<file path="config.mk">
export PLATFORM = sky130hd
export DESIGN_NAME = qpf_outbuf
export DESIGN_NICKNAME = d
export VERILOG_FILES = /design/src/design/qpf_pkg.sv /design/src/design/qpf_outbuf.sv
export SDC_FILE = /design/constraint.sdc
export NUM_CORES = 1
export LEC_CHECK = 0
export ABC_CLOCK_PERIOD_IN_PS = 3500
export BUFFER_PORTS_ARGS = -buffer_cell sky130_fd_sc_hd__buf_4
export CORE_AREA = 2 2 39 41
export CTS_CLUSTER_SIZE = 24
export DETAILED_ROUTE_END_ITERATION = 8
export DIE_AREA = 0 0 41 43
export GPL_ROUTABILITY_DRIVEN = 0
export PLACE_DENSITY = 0.75
export SLEW_MARGIN = 20
export SYNTH_ARGS = -nofsm -noshare
export SYNTH_HDL_FRONTEND = slang
export SYNTH_SLANG_ARGS = --single-unit
</file>
<file path="constraint.sdc">
create_clock -name clk_i -period 3.5 [get_ports clk_i]
set_input_delay 0 -clock clk_i [delete_from_list [all_inputs] [get_ports clk_i]]
set_output_delay 0 -clock clk_i [all_outputs]
set_load 0.05 [all_outputs]
</file>
<file path="src/design/qpf_pkg.sv">
// Shared widths, register codes, reject codes and types for the quad plausibility filter.
// No dependencies; every other design file imports this package.
package qpf_pkg;

  localparam int CW    = 16;              // coordinate width, signed
  localparam int FB    = 4;               // coordinate fraction bits
  localparam int DW    = CW + 1;          // corner difference, signed
  localparam int PW    = 2 * DW;          // product of two differences, signed
  localparam int SW    = PW + 1;          // sum of two products, signed
  localparam int MAGW  = 2 * CW + 1;      // magnitude of a sum of two products
  localparam int L2W   = 2 * CW + 1;      // squared edge length
  localparam int SQ_SH = 14;              // extra fraction bits of the radicand
  localparam int EW    = (L2W + SQ_SH + 1) / 2;  // edge length width
  localparam int RPW   = 2 * EW;          // radicand, padded to whole bit pairs
  localparam int RMW   = EW + 2;          // square root remainder
  localparam int DIMW  = 11;              // image dimension
  localparam int WHW   = 2 * DIMW;        // image area
  localparam int FRW   = 16;              // Q0.16 fraction
  localparam int CCW   = 17;              // corner cosine limit
  localparam int MBW   = 3;               // border corner limit
  localparam int BW    = CW + FB + 8;     // border compare, signed

  localparam int IN_BITS = 8 * CW + 2 * DIMW;
  localparam int IN_W    = ((IN_BITS + 7) / 8) * 8;
  localparam int OUT_W   = 8;
  localparam int CODE_W  = 4;

  localparam int CFG_IW = 3;
  localparam int CFG_DW = 17;

  // area: a2 * 2^15 against frac * W * H * 2^(2*FB)
  localparam int AMW   = FRW + WHW;
  localparam int ASH_L = (2 * FB > 15) ? 0 : 15 - 2 * FB;
  localparam int ASH_R = (2 * FB > 15) ? 2 * FB - 15 : 0;
  localparam int ACW   = (MAGW + ASH_L > AMW + ASH_R) ? MAGW + ASH_L : AMW + ASH_R;

  // edge: emin * 2^16 against frac * min(W,H) * 2^(FB+7)
  localparam int ESH = 9 - FB;
  localparam int EMW = FRW + DIMW;
  localparam int ECW = (EW + ESH > EMW) ? EW + ESH : EMW;

  // ratios: lo * 2^16 against frac * hi
  localparam int RLW      = EW + 1;
  localparam int RATIO_SH = 16;
  localparam int RCW      = RLW + RATIO_SH + 1;

  // cosines: |dot| * 2^30 against frac * Ea * Eb
  localparam int COS_SH = 30;
  localparam int PPW    = CCW + EW;
  localparam int CMPW   = (MAGW + COS_SH > CCW + 2 * EW) ? MAGW + COS_SH : CCW + 2 * EW;
  localparam logic [CCW-1:0] COS_ONE = CCW'(65536);

  localparam logic [CFG_IW-1:0] CFG_MIN_AREA_FRAC      = 3'd0;
  localparam logic [CFG_IW-1:0] CFG_MAX_AREA_FRAC      = 3'd1;
  localparam logic [CFG_IW-1:0] CFG_MIN_EDGE_FRAC      = 3'd2;
  localparam logic [CFG_IW-1:0] CFG_MIN_ASPECT         = 3'd3;
  localparam logic [CFG_IW-1:0] CFG_MIN_SIDE_RATIO     = 3'd4;
  localparam logic [CFG_IW-1:0] CFG_MIN_PARALLEL_COS   = 3'd5;
  localparam logic [CFG_IW-1:0] CFG_MAX_CORNER_COS     = 3'd6;
  localparam logic [CFG_IW-1:0] CFG_MAX_BORDER_CORNERS = 3'd7;

  localparam logic [CODE_W-1:0] REJ_NONE     = 4'd0;
  localparam logic [CODE_W-1:0] REJ_SMALL    = 4'd1;
  localparam logic [CODE_W-1:0] REJ_LARGE    = 4'd2;
  localparam logic [CODE_W-1:0] REJ_EDGE     = 4'd3;
  localparam logic [CODE_W-1:0] REJ_ASPECT   = 4'd4;
  localparam logic [CODE_W-1:0] REJ_RATIO    = 4'd5;
  localparam logic [CODE_W-1:0] REJ_PARALLEL = 4'd6;
  localparam logic [CODE_W-1:0] REJ_CORNER   = 4'd7;
  localparam logic [CODE_W-1:0] REJ_BORDER   = 4'd8;

  typedef struct packed {
    logic [FRW-1:0] min_area_frac;
    logic [FRW-1:0] max_area_frac;
    logic [FRW-1:0] min_edge_frac;
    logic [FRW-1:0] min_aspect;
    logic [FRW-1:0] min_side_ratio;
    logic [FRW-1:0] min_parallel_cos;
    logic [CCW-1:0] max_corner_cos;
    logic [MBW-1:0] max_border_corners;
  } cfg_t;

  localparam cfg_t CFG_RESET = '{
    min_area_frac:      16'd2621,
    max_area_frac:      16'd65208,
    min_edge_frac:      16'd1966,
    min_aspect:         16'd10486,
    min_side_ratio:     16'd6554,
    min_parallel_cos:   16'd16384,
    max_corner_cos:     17'd65405,
    max_border_corners: 3'd4
  };

  // dot[0..1]: opposite edge pairs, dot[2..5]: corners 0..3
  typedef struct packed {
    logic [5:0][MAGW-1:0] dot;
    logic [DIMW-1:0]      m;
    logic                 area_low;
    logic                 area_high;
    logic                 border;
  } sb_t;

  typedef struct packed {
    logic [3:0][L2W-1:0] l2;
    sb_t                 sb;
  } sqin_t;

  function automatic logic [MAGW-1:0] mag(input logic signed [SW-1:0] v);
    return MAGW'((v < 0) ? -v : v);
  endfunction

endpackage

</file>
<file path="src/design/qpf_outbuf.sv">
// Output register with a skid word, so one more result is taken while the output word waits.
// Depends on qpf_pkg.
module qpf_outbuf (
  input  logic                       clk_i,
  input  logic                       rst_ni,
  input  logic                       valid_i,
  input  logic [qpf_pkg::CODE_W-1:0] code_i,
  output logic                       ready_o,
  output logic                       m_tvalid_o,
  input  logic                       m_tready_i,
  output logic [qpf_pkg::OUT_W-1:0]  m_tdata_o
);
  import qpf_pkg::*;

  logic             ov_q, sk_v_q;
  logic [OUT_W-1:0] od_q, sk_q, res;
  logic             take;

  assign res     = OUT_W'({code_i, code_i == REJ_NONE});
  assign take    = !ov_q || m_tready_i;
  assign ready_o = !sk_v_q;

  always_ff @(posedge clk_i or negedge rst_ni) begin
    if (!rst_ni) begin
      ov_q   <= 1'b0;
      sk_v_q <= 1'b0;
    end else if (take) begin
      ov_q   <= sk_v_q || valid_i;
      sk_v_q <= 1'b0;
    end else if (valid_i && !sk_v_q) begin
      sk_v_q <= 1'b1;
    end
  end

  always_ff @(posedge clk_i) begin
    if (take) begin
      od_q <= sk_v_q ? sk_q : res;
    end else if (valid_i && !sk_v_q) begin
      sk_q <= res;
    end
  end

  assign m_tvalid_o = ov_q;
  assign m_tdata_o  = od_q;

endmodule

</file>
# After elaboration in Yosys (flattened, before gate mapping)
# Cells that the tools add are included.
[word_totals] latch_bits=0 register_bits=12 out_inout_bits=10 ram_bits=0 memories=0 input_bits=8 rom_bits=0
[op_classes] muxes=3 bitwise=1 n_mul=0 addsub=0 eq_ne=0 div_mod_pow=0 n_lt_le_gt_ge=0 reduce_logical=8 n_shift=0
[ops] op="$mux W5" count=1
[ops] op="$logic_not A4 Y1" count=1
[ops] op="$logic_not A1 Y1" count=2
[ops] op="$logic_or A1 B1 Y1" count=2
[ops] op="$mux W1" count=2
[ops] op="$reduce_and A2 Y1" count=1
[ops] op="$reduce_bool A2 Y1" count=1
[ops] op="$logic_and A1 B1 Y1" count=1
[ops] op="$not A1 Y1" count=1

# Longest topological paths before layout
# Gate-level depths: netlist of run 1.
[logic_depth] depth_word=4 ltp_mapped=3

# Worst setup path after synthesis of run 1
# No wires, ideal clock.
[synth_path] path_type="register to register" startpoint="reg ov_q (netlist: m_tvalid_o)" endpoint="reg sk_q[0] (enable)" path_buffers=0 required_time_ns=3.125 setup_ns=0.375 path_stages_with_launch=3 slack_ns=1.714 arrival_ns=1.411 period_less_slack_ns=1.786 path_cell_list="dfrtp_1 -> nand2b_1 -> nor3b_1"
[synth_via] elab_chain_len=4
[synth_rtl] item="start: declaration" line_no="qpf_outbuf.sv:15" rtl="logic ov_q, sk_v_q;"
[synth_rtl] item="start signal: assignment" line_no="qpf_outbuf.sv:28" rtl="ov_q <= sk_v_q || valid_i;"
[synth_rtl] item="$logic_not A1 Y1" line_no="qpf_outbuf.sv:20" rtl="assign take = !ov_q || m_tready_i;"
[synth_rtl] item="$logic_or A1 B1 Y1" line_no="qpf_outbuf.sv:20"
[synth_rtl] item="$not A1 Y1 (no line)"
[synth_rtl] item="$reduce_and A2 Y1 (no line)"
[synth_rtl] item="end signal: assignment" line_no="qpf_outbuf.sv:39" rtl="sk_q <= res;"
[synth_rtl] item="end: declaration" line_no="qpf_outbuf.sv:16" rtl="logic [OUT_W-1:0] od_q, sk_q, res;"
# Every way passes these cells.
# A chain may end at the register's enable or synchronous reset.

# Worst setup path after layout of run 1
[layout_path] startpoint="reg ov_q (netlist: m_tvalid_o)" endpoint="reg sk_q[2] (enable)"
# Same word-level chain as after synthesis.

==> summary.md, run 1 <==
| Metric | Value |
|---|---|
| Outcome | `finished clean` |
| Synth Area in Adders | `0` |
| DP HPWL | `between 500 and 600 um` |
| Drt via density | `about 4.3` |
| GRT Residual Overflow | `0` |
| Gate power share | `0.220` |
| Min cycle time layout | `~1.6 ns` |
| Cell Pwr Density | `approximately 480 mW/mm^2` |
| CTS Hold Bufs | `6` |
| Antenna violations before repair | `0` |
| Clock tree sinks | `12` |
| Final Hold Viols | `0` |
| P_sw | `93.4 uW` |
| Largest family of logic cells by synthesized area | `multiplexers` |
| ANT cells | `0` |
| Simple-gate share of the synthesized area | `0.0937` |
| First-pass GRT wire length | `~1200 um` |
| Initial DRC count | `5` |
| Largest net degree at the start of global routing | `9` |
| Starting Density | `0.357` |
| Final core occ | `0.494` |
| Slew headroom | `0.526` |
| Post-Synthesis Cells | `29` |
| Critical Path Source Type | `flip-flop` |
| Area of the mapped netlist | `~500 um^2` |
| Final #Nets | `60` |
| Total GRT Usage | `0.115` |
| CTS root buf | `clkbuf_4` |
| Critical path type | `reg -> reg` |
| Core area | `0.00138 mm^2` |
| Latest clock arrival within the worst-skew pair | `about 0.27 ns` |
| FMAX | `637 MHz` |
| Power share of the clock group | `0.262` |
| YS warnings | `0` |
| Share of layout cells above drive strength 1 | `0.451` |
| Seq pwr share | `0.518` |
| Synth top area cells | `edfxtp_1, dfrtp_1, mux2_2` |
| Final ANT Viol Nets | `0` |
| Met1 Usage GRT | `0.132` |
| Commonest non-fill, non-tap cell in the layout | `buf_4` |
| Reg2Reg Setup Slack | `around 1.9 ns` |
| Final setup violation count | `0` |
| Pint | `237 uW` |
| Gr busiest metal | `met2` |
| Worst VDD drop | `around 0.19 mV` |
| Detailed Route WL | `roughly 730 um` |
| GR Layer Usage met2 | `0.175` |
| Mux cell area share after synthesis | `0.122` |
| Min Hold Slack | `between 0.06 and 0.07 ns` |
| Commonest cells after routing, fill and taps aside | `buf_4, edfxtp_1, dlygate4sd3_1` |
| Clock-pin slew on the worst setup and hold paths | `0.07 ns` |
| Unrepaired setup endpoints after global routing | `no` |
| Number of global-route vias before repair | `around 300` |
| Max Clock Skew | `roughly 0.0055 ns` |
| CTS tree | `built` |
| CTS Buf Count | `3` |
| Synth area leader | `edfxtp_1` |
| Drt wl/cell | `10.9 um` |
| Drt drc | `0` |
| Sw Ratio | `0.283` |
| Avg Inst Size Synth | `approximately 17 um^2` |
| CTS max path bufs | `2` |
| Top-Level Pins | `18` |
| Register area share after synthesis | `0.709` |
| Slew Limit Fails | `0` |
| H-tree Lvls | `1` |
| Worst-margin pin slew | `0.710 ns` |
| Met3 Use GR | `0.0314` |
| DIE WIDTH | `around 41 um` |
| Post-CTS resize count | `0` |
| First drt pass iteration count | `3` |
| Die Y-Extent | `approximately 43 um` |
| Setup Buffers After CTS | `0` |
| Cell variety after synth | `12` |
| Cell leakage power | `around 0.00028 uW` |
| TNS Setup | `0 ns` |
| XOR/XNOR Fraction of Synth Area | `0` |
| Fill cell count | `about 120` |
| Tot Pwr | `between 300 and 400 uW` |
| Worst path required time | `~3.4 ns` |
| Worst-path fanout max | `8` |
| Vias after detailed routing | `between 200 and 300` |
| Hold Path Class | `in -> async` |
| Tcrit/Tclk final | `0.448` |
| Post-synth top area share | `0.608` |
| Rows | `14` |
| Compound-Gate Fraction of Synth Area | `0` |
| Die area | `approximately 0.0018 mm^2` |
| Input/output buffers | `14` |
| CP Capture Type | `flip-flop` |
| Max-cap violations | `0` |
| Arr. time, crit path | `1.47 ns` |
| Synthesis-stage register bit count | `12` |
| Area growth, synth to finish | `38.2%` |
==> cell usage after synthesis <==
| cell | number |
|---|---|
| edfxtp_1 | 10 |
| buf_4 | 4 |
| mux2_2 | 4 |
| dfrtp_1 | 2 |
| nor2_1 | 2 |
| conb_1 | 1 |
| inv_1 | 1 |
| mux2_4 | 1 |
| nand2_1 | 1 |
| nand2b_1 | 1 |
| nor3b_1 | 1 |
| nor4_4 | 1 |
==> critical path, cell delays in order (launching register included) <==
cell      delay (ns)
dfrtp_1         0.35
nand2b_1        0.20
nor3b_1         0.66
==> layout make-up <==
class / instances / area, um^2 / area share
clock buffers: 4 / 26.3 / 0.0385
inverters: 1 / 3.75 / 0.00549
multi-input cells: 14 / 118 / 0.172
flip-flops and latches: 12 / 350 / 0.513
well taps: 16 / 20.0 / 0.0293
repair buffers: 20 / 165 / 0.242
==> state kept, by name, summed over array words and instances (netlist names) <==
register    flops
m_tdata_o       5
sk_v_q          1
sk_q            5
m_tvalid_o      1
==> power by group through the flow <==
stage	Sequential [uW]	Clock, uW	Combinational [uW]
2_1_floorplan	196	0	27.4
3_3_place_gp	174	0	67.1
3_5_place_dp	174	0	67.7
4_1_cts	171	92.0	73.1
5_1_grt	173	99.6	76.5
6_report	171	86.5	72.5
==> routing by layer <==
| metal | part of all wire | wire length [um] |
|---|---|---|
| met2 | 0.56 | 411 |
| met4 | 0 | 0 |
| met3 | 0.050 | 37 |
| met1 | 0.39 | 283 |
| met5 | 0 | 0 |
==> worst paths after layout <==
path                                  from            to  cells past startpoint
max in group asynchronous           rst_ni    m_tvalid_o                      2
min in group clk_i              m_tready_i        sk_v_q                      3
worst min register to register     sk_q[3]  m_tdata_o[3]                      1
worst max register to register  m_tvalid_o       sk_q[2]                      2
worst max-delay path            m_tvalid_o       sk_q[2]                      2
worst min-delay path                rst_ni        sk_v_q                      2
==> cell families (layout without fill, tap and decap cells) <==
logic type	count (synthesis)	in the layout
simple gates	6	6
buf+inv	5	25
other cells	1	3
flops	12	12
mux	5	5
==> per-stage QoR <==
stage                     instance area [um^2]  setup WS [ns]  instances
after floorplan                            502           1.71         31
after global placement                     597           2.00         57
after detailed placement                   597           1.88         57
after CTS                                  683           1.88         67
after global routing                       683           1.79         67
final                                      683           1.93         67
Note: power is estimated with default switching activity, not from simulation.
==> inputs of run 2 (changes only) <==
--- a/config.mk
+++ b/config.mk
@@ -5,14 +5,15 @@
 export SDC_FILE = /design/constraint.sdc
 export NUM_CORES = 1
 export LEC_CHECK = 0
-export ABC_CLOCK_PERIOD_IN_PS = 3500
+export ABC_AREA = 1
+export ABC_CLOCK_PERIOD_IN_PS = 1300
 export BUFFER_PORTS_ARGS = -buffer_cell sky130_fd_sc_hd__buf_4
 export CORE_AREA = 2 2 39 41
 export CTS_CLUSTER_SIZE = 24
 export DETAILED_ROUTE_END_ITERATION = 8
 export DIE_AREA = 0 0 41 43
 export GPL_ROUTABILITY_DRIVEN = 0
-export PLACE_DENSITY = 0.75
+export PLACE_DENSITY = 0.76
 export SLEW_MARGIN = 20
 export SYNTH_ARGS = -nofsm -noshare
 export SYNTH_HDL_FRONTEND = slang
==> constraint.sdc (replaced) <==
create_clock -name clk_i -period 1.3 [get_ports clk_i]
set_input_delay 0 -clock clk_i [delete_from_list [all_inputs] [get_ports clk_i]]
set_output_delay 0 -clock clk_i [all_outputs]
set_load 0.05 [all_outputs]
==> run 2 against run 1 <==
  * Die area unchanged
  * Register-to-register slack got worse by 1.7 ns
  * Setup slack got worse by 1.7 ns
  * Non-clock buffer count increased by 2
  * Sequential cell count unchanged
  * First-iteration DRC count increased by 140%
==> summary.md, run 2 <==
| Metric | Value |
|---|---|
| Drt via density | `4.29 (was 4.25)` |
| Outcome | `finished clean (unchanged)` |
| H-tree Lvls | `1 (unchanged)` |
| Register area share after synthesis | `0.722 (was 0.709)` |
| Critical Path Source Type | `flip-flop (unchanged)` |
| Total GRT Usage | `0.131 (was 0.115)` |
| Most common cell in the netlist | `nand2_1 (was edfxtp_1)` |
| Async SR Flop Fraction | `0.167 (unchanged)` |
| Worst path required time | `1.25 ns (was 3.40 ns)` |
| Number of synthesized flops with an enable pin | `10 (unchanged)` |
| YS warnings | `0 (unchanged)` |
| Latest clock arrival within the worst-skew pair | `0.27 ns (about the same)` |
| Cell leakage power | `0.000318 uW (was 0.000276 uW)` |
| FMAX | `896 MHz (was 637 MHz)` |
| Dominant synthesized flop cell | `edfxtp_1 (unchanged)` |
| CTS Buf Count | `3 (unchanged)` |
| DIE WIDTH | `41 um (unchanged)` |
| Rows | `14 (unchanged)` |
| CTS tree | `built (unchanged)` |
| Final setup violation count | `0 (unchanged)` |
| Synth top area cells | `edfxtp_1, nand2_1, dfrtp_1 (was edfxtp_1, dfrtp_1, mux2_2)` |
| Final #Nets | `76 (was 60)` |
| Worst R2R End | `sk_q[1] (was sk_q[2])` |
| Number of global-route vias before repair | `330 (was 301)` |
| Clock tree sinks | `12 (unchanged)` |
| Initial DRC count | `12 (was 5)` |
| Avg Inst Size Synth | `11.6 um^2 (was 17.0 um^2)` |
| Synthesis-stage register bit count | `12 (unchanged)` |
| Final ANT Viol Nets | `0 (unchanged)` |
| Antenna violations before repair | `0 (unchanged)` |
| Slew Limit Fails | `0 (unchanged)` |
| Synth area leader | `edfxtp_1 (unchanged)` |
| Crit path max-delay family | `flip-flops (was simple AND/OR/NAND/NOR gates)` |
| Worst r2r src | `sk_v_q (was m_tvalid_o)` |
| Crit path launch | `sk_v_q (was m_tvalid_o)` |
| ANT cells | `0 (unchanged)` |
| Final Hold Viols | `0 (unchanged)` |
| Post-CTS resize count | `0 (unchanged)` |
| Cell variety after synth | `11 (was 12)` |
| Synth top cells by count | `nand2_1, edfxtp_1, nor2_1 (was edfxtp_1, buf_4, mux2_2)` |
| Arr. time, crit path | `1.07 ns (was 1.47 ns)` |
| Core area | `0.00138 mm^2 (unchanged)` |
| Hold Path Class | `in -> async (unchanged)` |
| Area of the mapped netlist | `485 um^2 (was 494 um^2)` |
| Starting Density | `0.351 (was 0.357)` |
| Unrepaired setup endpoints after global routing | `no (unchanged)` |
| Worst path cell trace | `inv_2 > nand2_1 > nor2_2 (was nand2b_1 > nor3b_1)` |
| Top-Level Pins | `18 (unchanged)` |
| Max incr delay on CP | `0.39 ns (was 0.66 ns)` |
| Max Clock Skew | `0.00371 ns (was 0.00552 ns)` |
| Min Hold Slack | `0.0464 ns (was 0.0613 ns)` |
| Input/output buffers | `14 (unchanged)` |
| Clock-pin slew on the worst setup and hold paths | `0.07 ns (about the same)` |
| Post-synth top area share | `0.619 (was 0.608)` |
| Drt wl/cell | `10.7 um (was 10.9 um)` |
| Area growth, synth to finish | `44.3% (was 38.2%)` |
| DP HPWL | `655 um (was 529 um)` |
| Register-to-Register Path Depth | `3 (was 2)` |
| Critical path's slowest cell | `dfrtp_1 (was nor3b_1)` |
| Min cycle time layout | `1.12 ns (was 1.57 ns)` |
| Die Y-Extent | `43 um (unchanged)` |
| Post-Synthesis Cells | `42 (was 29)` |
| Largest net degree at the start of global routing | `8 (was 9)` |
| Worst VDD drop | `0.672 mV (was 0.190 mV)` |
| Detailed Route WL | `887 um (was 733 um)` |
| Critical path type | `reg -> reg (unchanged)` |
| First drt pass iteration count | `3 (unchanged)` |
| Tcrit/Tclk final | `0.859 (was 0.448)` |
| Bufs and invs on worst path | `1 (was 0)` |
| GRT Residual Overflow | `0 (unchanged)` |
| CTS max path bufs | `2 (unchanged)` |
| Max-cap violations | `0 (unchanged)` |
| Drt drc | `0 (unchanged)` |
| CP Capture Type | `flip-flop (unchanged)` |
| Die area | `0.00176 mm^2 (unchanged)` |
| Worst-path fanout max | `7 (was 8)` |
| First-pass GRT wire length | `1430 um (was 1250 um)` |
| Reg2Reg Setup Slack | `0.18 ns (was 1.93 ns)` |
| Cell Pwr Density | `1290 mW/mm^2 (was 483 mW/mm^2)` |
| Share of layout cells above drive strength 1 | `0.358 (was 0.451)` |
| Vias after detailed routing | `356 (was 285)` |
| TNS Setup | `0 ns (unchanged)` |
| Commonest cells after routing, fill and taps aside | `nand2_1, buf_4, edfxtp_1 (was buf_4, edfxtp_1, dlygate4sd3_1)` |
| CTS root buf | `clkbuf_4 (unchanged)` |
## run 2: metrics by stage
step                utilization  instance area (um^2)  total power, uW  setup WS [ns]  cells
finish                    0.506                   701              904          0.184     83
global placement          0.444                   614              662          0.240     73
global route              0.506                   701              956          0.122     83
floorplan                     -                   497              605        0.00749     44
CTS                       0.506                   701              911          0.174     83
detailed placement        0.444                   614              668          0.181     73
## run 2: area by class of cell
type	count	area (um^2)
multi-input combinational	27	115
tap	16	20.0
inverter	2	7.51
timing repair buffer	22	180
clock inverter	1	3.75
clock buffer	3	22.5
fill	120	683
sequential	12	352
## run 2: logic make-up after synthesis
kind of cell / count (synthesis) / synth area share
AND/OR/NAND/NOR: 24 / 0.209
flip-flops: 12 / 0.722
buffers and inverters: 5 / 0.0618
other: 1 / 0.00772
## run 2: power breakdown
group | internal [uW] | switching, uW | total (uW)
clock network | 111 | 120 | 231
registers | 451 | 8.65 | 459
logic | 68.7 | 144 | 213
## run 2: timing repair
| item | CTS | global route |
|---|---|---|
| endpoints found under the hold margin | 7 | 0 |
| hold buffers | 6 | 0 |
| setup buffers | 0 | 0 |
## run 2: worst max-delay path by stage
stage,depth (start not counted),endpoint,slack [ns]
2_1_floorplan,2,sk_q[0],0.007
3_3_place_gp,3,sk_q[2],0.24
3_5_place_dp,3,sk_q[2],0.18
4_1_cts,3,sk_q[1],0.17
5_1_grt,3,sk_q[1],0.12
6_report,3,sk_q[1],0.18
## run 2: metal layers
layer / part of all wire / up-vias / global-route usage
li1: - / 179 / -
met1: 0.40 / 164 / 0.158
met2: 0.51 / 9 / 0.172
met3: 0.037 / 4 / 0.0314
met4: 0.051 / 0 / 0.140
met5: 0 / - / 0
==> inputs of run 3 (changes only) <==
--- a/config.mk
+++ b/config.mk
@@ -7,13 +7,13 @@
 export LEC_CHECK = 0
 export ABC_AREA = 1
 export ABC_CLOCK_PERIOD_IN_PS = 1300
-export BUFFER_PORTS_ARGS = -buffer_cell sky130_fd_sc_hd__buf_4
 export CORE_AREA = 2 2 39 41
 export CTS_CLUSTER_SIZE = 24
 export DETAILED_ROUTE_END_ITERATION = 8
 export DIE_AREA = 0 0 41 43
+export DONT_BUFFER_PORTS = 1
 export GPL_ROUTABILITY_DRIVEN = 0
-export PLACE_DENSITY = 0.76
+export PLACE_DENSITY = 0.64
 export SLEW_MARGIN = 20
 export SYNTH_ARGS = -nofsm -noshare
 export SYNTH_HDL_FRONTEND = slang
==> run 3 against run 2 <==
  * Final cell count decreased by 14%
  * Clock power is 2% lower
  * Sequential cell count stayed put
  * Total power fell by 5.2%
  * Core utilization is 6.3 points lower
  * Hold slack got worse by 0.018 ns
  * Highest routed layer unchanged
  * Final area is 13% lower
  * Critical path depth is the same
  * Wire length is 11% lower
  * Combinational power is 49% lower
==> summary.md, run 3 (same netlist as run 2, synthesis figures left out) <==
| Metric | Value |
|---|---|
| First drt pass iteration count | `4 (was 3)` |
| Critical path type | `reg -> reg (unchanged)` |
| Critical path's slowest cell | `dfrtp_1 (unchanged)` |
| CTS Hold Bufs | `7 (was 6)` |
| Max-cap violations | `0 (unchanged)` |
| Worst VDD drop | `0.367 mV (was 0.672 mV)` |
| H-tree Lvls | `1 (unchanged)` |
| Drt drc | `0 (unchanged)` |
| Critical Path Source Type | `flip-flop (unchanged)` |
| Starting Density | `0.351 (unchanged)` |
| Fill cell count | `125 (was 120)` |
| Slew Limit Fails | `0 (unchanged)` |
| DIE WIDTH | `41 um (unchanged)` |
| Largest net degree at the start of global routing | `8 (unchanged)` |
| Die Y-Extent | `43 um (unchanged)` |
| Clock tree sinks | `12 (unchanged)` |
| Gr busiest metal | `met2 (unchanged)` |
| Met3 Use GR | `0.0157 (was 0.0314)` |
| Initial DRC count | `9 (was 12)` |
| GRT Residual Overflow | `0 (unchanged)` |
| Hold Path Class | `in -> reg (was in -> async)` |
| Final ANT Viol Nets | `0 (unchanged)` |
| Post-CTS resize count | `0 (unchanged)` |
| Multi-input logic area | `115 um^2 (unchanged)` |
| CTS max path bufs | `2 (unchanged)` |
| Detailed Route WL | `793 um (was 887 um)` |
| GR Layer Usage met2 | `0.197 (was 0.172)` |
| Cell leakage power | `0.000259 uW (was 0.000318 uW)` |
| Drt wl/cell | `11.2 um (was 10.7 um)` |
| Min cycle time layout | `1.20 ns (was 1.12 ns)` |
| Die area | `0.00176 mm^2 (unchanged)` |
| Storage cell area | `352 um^2 (unchanged)` |
| CTS Buf Count | `3 (unchanged)` |
| Final #Nets | `64 (was 76)` |
| Commonest non-fill, non-tap cell in the layout | `nand2_1` |
| Rows | `14 (unchanged)` |
| Final non-filler cell total | `71 (was 83)` |
| Drt via density | `4.21 (was 4.29)` |
| Final Hold Viols | `0 (unchanged)` |
| Number of global-route vias before repair | `339 (was 330)` |
| Input/output buffers | `0 (was 14)` |
| Met1 Usage GRT | `0.124 (was 0.158)` |
| FMAX | `831 MHz (was 896 MHz)` |
| Arr. time, crit path | `1.16 ns (was 1.07 ns)` |
| Inst Count DP | `60 (was 73)` |
| TNS Setup | `0 ns (unchanged)` |
| Unrepaired setup endpoints after global routing | `no (unchanged)` |
| Tcrit/Tclk final | `0.926 (was 0.859)` |
| CP Capture Type | `flip-flop (unchanged)` |
| Clock-pin slew on the worst setup and hold paths | `0.07 ns (about the same)` |
| ANT cells | `0 (unchanged)` |
| Share of layout cells above drive strength 1 | `0.200 (was 0.358)` |
| Latest clock arrival within the worst-skew pair | `0.26 ns (was 0.27 ns)` |
| Core area | `0.00138 mm^2 (unchanged)` |
| First-pass GRT wire length | `1360 um (was 1430 um)` |
| Area growth, synth to finish | `26.3% (was 44.3%)` |
| Max Clock Skew | `0.00239 ns (was 0.00371 ns)` |
| Vias after detailed routing | `299 (was 356)` |
| Outcome | `finished clean (unchanged)` |
| Top-Level Pins | `18 (unchanged)` |
| Min Hold Slack | `0.0286 ns (was 0.0464 ns)` |
| Max incr delay on CP | `0.46 ns (was 0.39 ns)` |
| Worst-path fanout max | `7 (unchanged)` |
| Setup Buffers After CTS | `0 (unchanged)` |
| Final setup violation count | `0 (unchanged)` |
| CTS tree | `built (unchanged)` |
| Commonest cells after routing, fill and taps aside | `nand2_1, edfxtp_1, dlygate4sd3_1 (was nand2_1, buf_4, edfxtp_1)` |
| Total GRT Usage | `0.120 (was 0.131)` |
| Worst path cell trace | `inv_2 > nand2_1 > nor2_2 (unchanged)` |
| Cell Pwr Density | `1400 mW/mm^2 (was 1290 mW/mm^2)` |
| Antenna violations before repair | `0 (unchanged)` |
| Worst path required time | `1.25 ns (about the same)` |
| Final core occ | `0.443 (was 0.506)` |
| DP HPWL | `518 um (was 655 um)` |
| CTS root buf | `clkbuf_4 (unchanged)` |
==> run 3: cell count changes in the layout (fill, tap and decap cells not counted), sizes merged <==
cell and change:
dlygate4sd3 +1, buf -13
==> run 3: worst max-delay path: cells and delay by family, from the launching register on <==
| kind | cells | cell delay [ns] |
|---|---|---|
| flip-flops | 1 | 0.46 |
| buffers and inverters | 1 | 0.14 |
| AND/OR/NAND/NOR | 2 | 0.30 |
==> run 3: cell type report <==
cell class | count | area share
Multi-Input combinational cell | 27 | 0.188
Sequential cell | 12 | 0.573
Timing Repair Buffer | 10 | 0.151
Clock buffer | 3 | 0.0367
Clock inverter | 1 | 0.00612
Tap cell | 16 | 0.0327
Inverter | 2 | 0.0122
==> run 3: worst paths after layout <==
path | from | to | slack, ns | cells after the start
min | code_i[3] | m_tdata_o[0] | 0.03 | 3
min in group asynchronous | rst_ni | sk_v_q | 0.50 | 2
min reg2reg | sk_q[1] | m_tdata_o[1] | 0.53 | 2
max reg2reg | sk_v_q | sk_q[1] | 0.1 | 3
max | sk_v_q | sk_q[1] | 0.1 | 3
max in group asynchronous | rst_ni | m_tvalid_o | 0.67 | 2
==> run 3: layer usage <==
layer / up-vias / wire length, um / part of all wire
met1: 134 / 296 / 0.37
met3: 2 / 17 / 0.021
met4: 0 / 14 / 0.018
met5: - / 0 / 0
li1: 154 / - / -
met2: 9 / 464 / 0.59
==> run 3: metrics by stage <==
step                worst slack, ns  power [uW]  instance area (um^2)
floorplan                   0.00749         605                   497
global placement              0.143         617                   517
detailed placement           0.0996         619                   517
CTS                          0.0956         864                   613
global route                 0.0437         910                   613
finish                       0.0966         856                   613
==> run 3: power breakdown <==
part           total (uW)  switching, uW  internal (uW)
Sequential            522           69.8            452
Combinational         108           72.6           34.9
Clock                 226            116            111
Total                 856            258            598
